**src/scp_pkg.sv**
```systemverilog
// Shared types and codes for the sector cache tag and policy controller.
// No dependencies; used by scp_tag_store and sector_cache_tag_policy.
package scp_pkg;

  // Width of the slot field on the result port.
  localparam int SLOT_W = 6;

  // Request action codes.
  localparam logic [1:0] ACT_READ       = 2'd0;
  localparam logic [1:0] ACT_WRITE      = 2'd1;
  localparam logic [1:0] ACT_FLUSH      = 2'd2;
  localparam logic [1:0] ACT_FLUSH_INVAL = 2'd3;

  // Sequencer states.
  typedef enum logic [1:0] {
    ST_IDLE,
    ST_LOOK,
    ST_FLUSH,
    ST_OUT
  } state_t;

  // Write commands from the sequencer to the tag store.
  typedef struct packed {
    logic tag_we;
    logic line_we;
    logic line_valid;
    logic line_dirty;
    logic clear_all;
  } store_cmd_t;

  // Valid and dirty bits of the slot read in the previous cycle.
  typedef struct packed {
    logic valid;
    logic dirty;
  } line_stat_t;

endpackage

```
**src/scp_tag_store.sv**
```systemverilog
// Tag memory with registered read, plus per-slot valid and dirty flops.
// Depends on scp_pkg for the command and status structs.
module scp_tag_store #(
  parameter int SLOTS = 64,
  parameter int IDX_W = (SLOTS > 1) ? $clog2(SLOTS) : 1
) (
  input  logic                clk,
  input  logic                rst,
  input  logic [IDX_W-1:0]    rd_addr,
  output logic [31:0]         rd_tag,
  output scp_pkg::line_stat_t rd_stat,
  input  logic [IDX_W-1:0]    wr_addr,
  input  logic [31:0]         wr_tag,
  input  scp_pkg::store_cmd_t cmd
);

  logic [31:0]      tag_mem [SLOTS];
  logic [SLOTS-1:0] valid;
  logic [SLOTS-1:0] dirty;

  // Tag memory: one write port and one registered read port.
  always_ff @(posedge clk) begin
    if (cmd.tag_we) begin
      tag_mem[wr_addr] <= wr_tag;
    end
    rd_tag <= tag_mem[rd_addr];
  end

  // Valid and dirty bits; a clear of all slots wins over a single update.
  always_ff @(posedge clk) begin
    if (rst) begin
      valid <= '0;
      dirty <= '0;
    end else if (cmd.clear_all) begin
      valid <= '0;
      dirty <= '0;
    end else if (cmd.line_we) begin
      valid[wr_addr] <= cmd.line_valid;
      dirty[wr_addr] <= cmd.line_dirty;
    end
  end

  // Status read alongside the tag, at the same address.
  always_ff @(posedge clk) begin
    rd_stat.valid <= valid[rd_addr];
    rd_stat.dirty <= dirty[rd_addr];
  end

endmodule

```
**src/sector_cache_tag_policy.sv**
```systemverilog
// Read or write: the tag scan stops at the matching slot on a hit and walks every slot
// on a miss; the result word then stays in the result register until taken. Flush:
// each dirty slot costs a scan to it plus an output word, and the walk then resumes
// just past it. The rate is set by the one tag memory read port, walked one slot a
// cycle through a single comparator while no result word is waiting to be taken.
// Reset (synchronous, active high) clears valid and dirty bits at once; tags stay undefined.
module sector_cache_tag_policy #(
  parameter int SLOTS = 64
) (
  input  logic                        clk,
  input  logic                        rst,
  input  logic                        in_valid,
  output logic                        in_ready,
  input  logic [1:0]                  action,
  input  logic [31:0]                 sector,
  output logic                        out_valid,
  input  logic                        out_ready,
  output logic [scp_pkg::SLOT_W-1:0]  slot,
  output logic                        hit,
  output logic                        fill_needed,
  output logic                        writeback_needed,
  output logic [31:0]                 writeback_sector,
  output logic                        last
);

  localparam int IDX_W = (SLOTS > 1) ? $clog2(SLOTS) : 1;
  localparam int CNT_W = $clog2(SLOTS + 1);
  localparam logic [IDX_W-1:0] LAST_IDX = IDX_W'(SLOTS - 1);

  scp_pkg::state_t     state, state_next;
  logic [CNT_W-1:0]    cnt, cnt_next;
  logic                pend, pend_next;
  logic [IDX_W-1:0]    pend_idx, pend_idx_next;
  logic [1:0]          act_q, act_q_next;
  logic [31:0]         sector_q, sector_q_next;
  logic                free_found, free_found_next;
  logic [IDX_W-1:0]    free_idx, free_idx_next;
  logic [31:0]         vtag, vtag_next;
  logic                vdirty, vdirty_next;
  logic [IDX_W-1:0]    vp, vp_next;
  logic [CNT_W-1:0]    dcount, dcount_next;

  logic [scp_pkg::SLOT_W-1:0] slot_next;
  logic                       hit_next, fill_next, wb_next, last_next;
  logic [31:0]                wbs_next;

  logic [IDX_W-1:0]    rd_addr, wr_addr;
  logic [31:0]         rd_tag, wr_tag;
  scp_pkg::line_stat_t rd_stat;
  scp_pkg::store_cmd_t cmd;

  logic                in_acc, out_acc, is_wr;
  logic                match, scan_end, flush_hit;
  logic [IDX_W-1:0]    vnext, miss_idx;
  logic                old_dirty;
  logic [31:0]         old_tag;
  logic                free_now;

  scp_tag_store #(
    .SLOTS (SLOTS),
    .IDX_W (IDX_W)
  ) u_store (
    .clk     (clk),
    .rst     (rst),
    .rd_addr (rd_addr),
    .rd_tag  (rd_tag),
    .rd_stat (rd_stat),
    .wr_addr (wr_addr),
    .wr_tag  (wr_tag),
    .cmd     (cmd)
  );

  assign in_ready  = (state == scp_pkg::ST_IDLE);
  assign out_valid = (state == scp_pkg::ST_OUT);
  assign in_acc    = in_valid && in_ready;
  assign out_acc   = out_valid && out_ready;
  assign is_wr     = (act_q == scp_pkg::ACT_WRITE);

  // Shared compare unit: the slot read last cycle against the request.
  assign match     = pend && rd_stat.valid && (rd_tag == sector_q);
  assign scan_end  = pend && !match && (pend_idx == LAST_IDX);
  assign flush_hit = pend && rd_stat.valid && rd_stat.dirty;

  // Round-robin victim: increment first, then use.
  assign vnext = (vp == LAST_IDX) ? '0 : vp + 1'b1;

  // Miss placement: lowest free slot, else the victim.
  assign free_now  = free_found || !rd_stat.valid;
  assign miss_idx  = free_found ? free_idx : (free_now ? pend_idx : vnext);
  assign old_dirty = free_now ? 1'b0 : ((pend_idx == vnext) ? rd_stat.dirty : vdirty);
  assign old_tag   = (pend_idx == vnext) ? rd_tag : vtag;

  // Next state.
  always_comb begin
    state_next = state;
    case (state)
      scp_pkg::ST_IDLE: begin
        if (in_acc) begin
          if (action[1] && (dcount == '0)) begin
            state_next = scp_pkg::ST_OUT;
          end else if (action[1]) begin
            state_next = scp_pkg::ST_FLUSH;
          end else begin
            state_next = scp_pkg::ST_LOOK;
          end
        end
      end
      scp_pkg::ST_LOOK: begin
        if (match || scan_end) begin
          state_next = scp_pkg::ST_OUT;
        end
      end
      scp_pkg::ST_FLUSH: begin
        if (flush_hit) begin
          state_next = scp_pkg::ST_OUT;
        end
      end
      scp_pkg::ST_OUT: begin
        if (out_acc) begin
          state_next = last ? scp_pkg::ST_IDLE : scp_pkg::ST_FLUSH;
        end
      end
      default: state_next = scp_pkg::ST_IDLE;
    endcase
  end

  // Datapath, store commands and result word.
  always_comb begin
    cnt_next        = cnt;
    pend_next       = pend;
    pend_idx_next   = pend_idx;
    act_q_next      = act_q;
    sector_q_next   = sector_q;
    free_found_next = free_found;
    free_idx_next   = free_idx;
    vtag_next       = vtag;
    vdirty_next     = vdirty;
    vp_next         = vp;
    dcount_next     = dcount;
    slot_next       = slot;
    hit_next        = hit;
    fill_next       = fill_needed;
    wb_next         = writeback_needed;
    wbs_next        = writeback_sector;
    last_next       = last;
    rd_addr         = cnt[IDX_W-1:0];
    wr_addr         = pend_idx;
    wr_tag          = sector_q;
    cmd             = '0;

    case (state)
      scp_pkg::ST_IDLE: begin
        if (in_acc) begin
          act_q_next      = action;
          sector_q_next   = sector;
          cnt_next        = '0;
          pend_next       = 1'b0;
          free_found_next = 1'b0;
          if (action[1] && (dcount == '0)) begin
            // Flush with nothing dirty: a single completion word.
            slot_next     = '0;
            hit_next      = 1'b0;
            fill_next     = 1'b0;
            wb_next       = 1'b0;
            wbs_next      = '0;
            last_next     = 1'b1;
            cmd.clear_all = (action == scp_pkg::ACT_FLUSH_INVAL);
          end
        end
      end

      scp_pkg::ST_LOOK: begin
        // Issue the next tag read while comparing the previous one.
        if (cnt < CNT_W'(SLOTS)) begin
          pend_next     = 1'b1;
          pend_idx_next = cnt[IDX_W-1:0];
          cnt_next      = cnt + 1'b1;
        end else begin
          pend_next = 1'b0;
        end
        if (pend && (pend_idx == vnext)) begin
          vtag_next   = rd_tag;
          vdirty_next = rd_stat.dirty;
        end
        if (match) begin
          cmd.line_we    = 1'b1;
          cmd.line_valid = 1'b1;
          cmd.line_dirty = rd_stat.dirty || is_wr;
          wr_addr        = pend_idx;
          dcount_next    = dcount + CNT_W'(is_wr && !rd_stat.dirty);
          slot_next      = scp_pkg::SLOT_W'(pend_idx);
          hit_next       = 1'b1;
          fill_next      = 1'b0;
          wb_next        = 1'b0;
          wbs_next       = '0;
          last_next      = 1'b1;
        end else if (scan_end) begin
          cmd.tag_we     = 1'b1;
          cmd.line_we    = 1'b1;
          cmd.line_valid = 1'b1;
          cmd.line_dirty = is_wr;
          wr_addr        = miss_idx;
          dcount_next    = dcount + CNT_W'(is_wr) - CNT_W'(old_dirty);
          if (!free_now) begin
            vp_next = vnext;
          end
          slot_next = scp_pkg::SLOT_W'(miss_idx);
          hit_next  = 1'b0;
          fill_next = 1'b1;
          wb_next   = old_dirty;
          wbs_next  = old_dirty ? old_tag : '0;
          last_next = 1'b1;
        end else if (pend && !rd_stat.valid && !free_found) begin
          free_found_next = 1'b1;
          free_idx_next   = pend_idx;
        end
      end

      scp_pkg::ST_FLUSH: begin
        if (cnt < CNT_W'(SLOTS)) begin
          pend_next     = 1'b1;
          pend_idx_next = cnt[IDX_W-1:0];
          cnt_next      = cnt + 1'b1;
        end else begin
          pend_next = 1'b0;
        end
        if (flush_hit) begin
          // Clean this slot and resume the walk just past it.
          cmd.line_we    = 1'b1;
          cmd.line_valid = 1'b1;
          cmd.line_dirty = 1'b0;
          wr_addr        = pend_idx;
          cnt_next       = CNT_W'(pend_idx) + 1'b1;
          pend_next      = 1'b0;
          dcount_next    = dcount - 1'b1;
          slot_next      = scp_pkg::SLOT_W'(pend_idx);
          hit_next       = 1'b0;
          fill_next      = 1'b0;
          wb_next        = 1'b1;
          wbs_next       = rd_tag;
          last_next      = (dcount == CNT_W'(1));
          cmd.clear_all  = (dcount == CNT_W'(1)) && (act_q == scp_pkg::ACT_FLUSH_INVAL);
        end
      end

      scp_pkg::ST_OUT: begin
        // Result word held until taken.
      end

      default: begin
      end
    endcase
  end

  // Control registers.
  always_ff @(posedge clk) begin
    if (rst) begin
      state      <= scp_pkg::ST_IDLE;
      cnt        <= '0;
      pend       <= 1'b0;
      free_found <= 1'b0;
      vp         <= '0;
      dcount     <= '0;
    end else begin
      state      <= state_next;
      cnt        <= cnt_next;
      pend       <= pend_next;
      free_found <= free_found_next;
      vp         <= vp_next;
      dcount     <= dcount_next;
    end
  end

  // Payload registers.
  always_ff @(posedge clk) begin
    pend_idx         <= pend_idx_next;
    act_q            <= act_q_next;
    sector_q         <= sector_q_next;
    free_idx         <= free_idx_next;
    vtag             <= vtag_next;
    vdirty           <= vdirty_next;
    slot             <= slot_next;
    hit              <= hit_next;
    fill_needed      <= fill_next;
    writeback_needed <= wb_next;
    writeback_sector <= wbs_next;
    last             <= last_next;
  end

  // The dirty count never exceeds the number of slots.
  a_dcount_range: assert property (@(posedge clk) disable iff (rst)
    dcount <= CNT_W'(SLOTS))
    else $error("dirty count out of range");

  // A hit never asks for a fill or a write-back.
  a_hit_clean: assert property (@(posedge clk) disable iff (rst)
    (out_valid && hit) |-> (!fill_needed && !writeback_needed))
    else $error("hit word with fill or write-back");

  // The block never takes a request while a result is pending.
  a_one_item: assert property (@(posedge clk) disable iff (rst)
    !(in_ready && out_valid))
    else $error("request accepted while a result is pending");

  // A flush with nothing dirty gives its completion word next cycle.
  a_empty_flush: assert property (@(posedge clk) disable iff (rst)
    (in_acc && action[1] && (dcount == '0)) |=>
      (out_valid && last && !writeback_needed))
    else $error("empty flush did not complete at once");

  // Read and write requests always end in a single last word.
  a_req_last: assert property (@(posedge clk) disable iff (rst)
    (out_valid && !act_q[1]) |-> last)
    else $error("request result without last");

endmodule

```
**config.mk**
```make
export PLATFORM = sky130hd
export DESIGN_NAME = sector_cache_tag_policy
export DESIGN_NICKNAME = d
export VERILOG_FILES = /design/src/scp_pkg.sv /design/src/scp_tag_store.sv /design/src/sector_cache_tag_policy.sv
export SDC_FILE = /design/constraint.sdc
export NUM_CORES = 2
export LEC_CHECK = 0
export BUFFER_PORTS_ARGS = -buffer_cell sky130_fd_sc_hd__buf_2
export CAP_MARGIN = 30
export CELL_PAD_IN_SITES_DETAIL_PLACEMENT = 1
export CELL_PAD_IN_SITES_GLOBAL_PLACEMENT = 1
export CORE_UTILIZATION = 50
export DETAILED_ROUTE_END_ITERATION = 6
export HOLD_SLACK_MARGIN = 0.03
export PLACE_DENSITY = 0.85
export SYNTH_ARGS = -nofsm -noshare
export SYNTH_HDL_FRONTEND = slang
export SYNTH_SLANG_ARGS = --single-unit
```
**constraint.sdc**
```tcl
create_clock -name clk -period 6.3 [get_ports clk]
set_input_delay 0.315 -clock clk [delete_from_list [all_inputs] [get_ports clk]]
set_output_delay 0.315 -clock clk [all_outputs]
set_load 0.1 [all_outputs]
```
==> flow_summary.yaml <==
status:
  status: "finished, violations left"
  violations: "design-rule violations"
yosys:
  netlist_area_um2: 91800
  synth_commonest_cells: "edfxtp_1, mux4_2, dfxtp_1"
  synth_most_common_cell: "edfxtp_1"
  synth_area_leaders: "edfxtp_1, mux4_2, dfxtp_1, mux2i_1, clkbuf_1"
  yosysTopAreaCell: "edfxtp_1"
  synthCells: 4170
  synth.top_cell.area_share_pct: 70.9
  synth_edf_count: 2169
  synth_fp_nets: 4237
  synth-main-ff-cell: "edfxtp_1"
  ys_types: 79
  yosysWarningCount: 0
  async_flop_share_pct: 0
  syn_avg_cell_area_um2: 22.0
  ys_ff_latch: 2355
  seq_area_frac_synth_pct: 75.0
floorplanning:
  initial_core_util_pct: 50.6
  ios: 82
  fp-row-count: 156
  die_w_um: 431
  fp.dieH_um: 431
  dieArea_um2: 185000
  core-area_um2: 182000
placement:
  dp_hpwl_mm: 155
  gp_congestion: 0.857
  portBuffers: 81
final_layout:
  nets: 4495
  fin_util_pct: 57.3
  layout-drive-gt1-share_pct: 31.2
  syn_to_final_growth_pct: 13.3
pwr:
  p_switching_mw: 10.5
  pwr-share-comb_pct: 14.1
  seq_power_share_pct: 48.9
  swShare_pct: 28.0
  power_leakage_nw: 31.5
  clkPwrFrac_pct: 37.1
  cellPowerDensity_nw_per_um2: 360
  ir_drop_mv: 0.589
  p_int_mw: 27.0
cts:
  cts.sinks: 2355
  clk_path_buf_depth: 3
  cts_root_buf: "clkbuf_16"
  clk_transition_reported_paths_ns: 0.07
  cts_tree: "done"
  h-tree-depth: 4
  numCtsBuffers: 216
  worstSkewPairLatency_ns: 0.88
worst_setup_path:
  end_kind: "flip-flop"
  critical_path_required_ns: 6.82
  critPathKind: "flip-flop to flip-flop"
  rr_startpoint: "sector_q[28]"
  crit_path_start_kind: "flip-flop"
  r2r_end: "u_store.tag_mem[59][9]"
  endpoint: "u_store.tag_mem[59][9]"
  crit_fanout: 17
  cp.arrival_ns: 6.46
  r2r_slack_ns: 0.36
  critical_path.startpoint: "sector_q[28]"
  reg2reg_depth: 8
sta:
  rsz0062_at_grt: "false"
  tns_ns: 0
  clock.fmax_ghz: 0.168
  worst_slew_pin_slew_ns: 1.15
  slew_headroom_pct: 22.3
  fin_crit_sh_pct: 94.3
  finClkSkew_ns: 0.0777
  hold_violations: 0
  setup_viol: 0
  layout_min_cycle_time_ns: 5.94
  drv_slew: 0
global_routing:
  grt_pass1_vias: 49900
  track_usage_pct: 31.1
  grt_remaining_overflow: 0
  grt_antenna_before_repair: 23
  grt_pass1_wl_mm: 399
  grt_max_degree: 132
route:
  drt_iter0_drc: 8690
  drcViolationCount: 2
  firstDrtPassIters: 7
  vias: 49300
  route.detailed.wl_per_inst_um: 41.7
  ant_nets: 0
  viasPerCell: 7.05
  wirelength_mm: 292
min_path:
  hp-class: "primary input to flip-flop"
flow_run:
  drv_cap: 0
## final cells by class
| class | count | area [um2] |
|---|---|---|
| Clock inverter | 130 | 1390 |
| Tap cell | 2370 | 2970 |
| Timing Repair Buffer | 281 | 2440 |
| Antenna cell | 8 | 20.0 |
| Multi-Input combinational cell | 1545 | 22300 |
| Inverter | 29 | 109 |
| Clock buffer | 280 | 5930 |
| Fill cell | 15200 | 77500 |
| Sequential cell | 2355 | 68900 |
## per-stage QoR
stage / setup WS (ns) / cell area, um2 / hold WS, ns / power (mW) / std cells
after CTS: 0.669 / 104000 / 0.0441 / 37.3 / 6987
after global routing: 0.474 / 104000 / 0.0960 / 38.0 / 6990
final: 0.361 / 104000 / 0.0868 / 37.5 / 6998
after floorplan: 0.300 / 91800 / 0.406 / 21.9 / 4170
after detailed placement: 0.913 / 96300 / 0.447 / 23.7 / 6542
after global placement: 1.38 / 96000 / 0.441 / 23.4 / 6530
## state kept, by name, summed over array words and instances (netlist names), 6 cells and up
name / count
cnt: 7
dcount: 7
free_idx: 6
pend_idx: 6
sector_q: 32
slot: 6
u_store.dirty: 64
u_store.rd_tag: 32
u_store.tag_mem: 2048
u_store.valid: 64
vp: 6
vtag: 32
writeback_sector: 32
## power by group through the flow
stage | registers, mW | clock network, mW | logic (mW)
6_report | 18.3 | 13.9 | 5.27
5_1_grt | 18.3 | 14.3 | 5.39
4_1_cts | 18.3 | 13.8 | 5.18
3_5_place_dp | 18.6 | 0 | 5.03
3_3_place_gp | 18.6 | 0 | 4.81
2_1_floorplan | 19.7 | 0 | 2.23
## layout by cell type (no fill, tap or decap), types with 17 or more instances in the layout
cell type / n
clkinv_1: 29
edfxtp_1: 2169
nor2_1: 58
o21ai_0: 30
nor3_1: 20
buf_2: 81
clkbuf_8: 22
clkinv_2: 54
nor2_4: 65
clkbuf_1: 39
bufinv_16: 22
xnor2_1: 46
a21oi_1: 36
ha_1: 28
nand3_1: 27
nand2_1: 127
inv_1: 28
nor3_4: 20
dlygate4sd3_1: 35
mux2i_1: 85
mux4_2: 702
buf_4: 136
dfxtp_1: 180
a22o_1: 34
o21a_1: 63
nand4_1: 19
buf_12: 17
clkbuf_16: 220
## worst max-delay path: stages (launching register included)
cell	delay, ns
edfxtp_1	0.73
xnor2_1	0.70
nand4_1	0.21
nor4_1	0.92
nand3_1	0.47
a21oi_1	0.51
nand2_1	0.64
nor2_4	0.90
buf_4	0.49
## per-layer routing
layer	GRT usage, %	wire length, um	share of wire (%)	vias to the layer above
met2	50.1	144000	49	4672
met5	0	169	0.058	-
met1	40.2	97700	33	25800
met4	13.7	13700	4.7	24
li1	-	-	-	18000
met3	7.89	36600	13	795
## kinds of logic after synthesis
logic type / synth area share, %
fa+ha+maj: 0.403
xor+xnor: 0.571
compound gates: 1.95
mux: 18.3
flops: 75.0
simple gates: 2.44
buf+inv: 1.30
## how the worst min path moves through the flow
| stage | slack [ns] | to | from | cells past startpoint |
|---|---|---|---|---|
| after detailed placement | 0.45 | u_store.dirty[48] | u_store.dirty[48] | 2 |
| after CTS | 0.04 | free_found | in_valid | 4 |
| after global placement | 0.44 | u_store.dirty[59] | u_store.dirty[59] | 2 |
| after floorplan | 0.41 | pend_idx[2] | cnt[2] | 0 |
| final | 0.09 | free_found | in_valid | 4 |
| after global routing | 0.1 | free_found | in_valid | 4 |
## timing repair
item	CTS	global route
buffers inserted	0	0
resized for setup	0	0
hold buffers	35	0
endpoints found under the hold margin	52	0
Power figures use the tool's default switching activity.
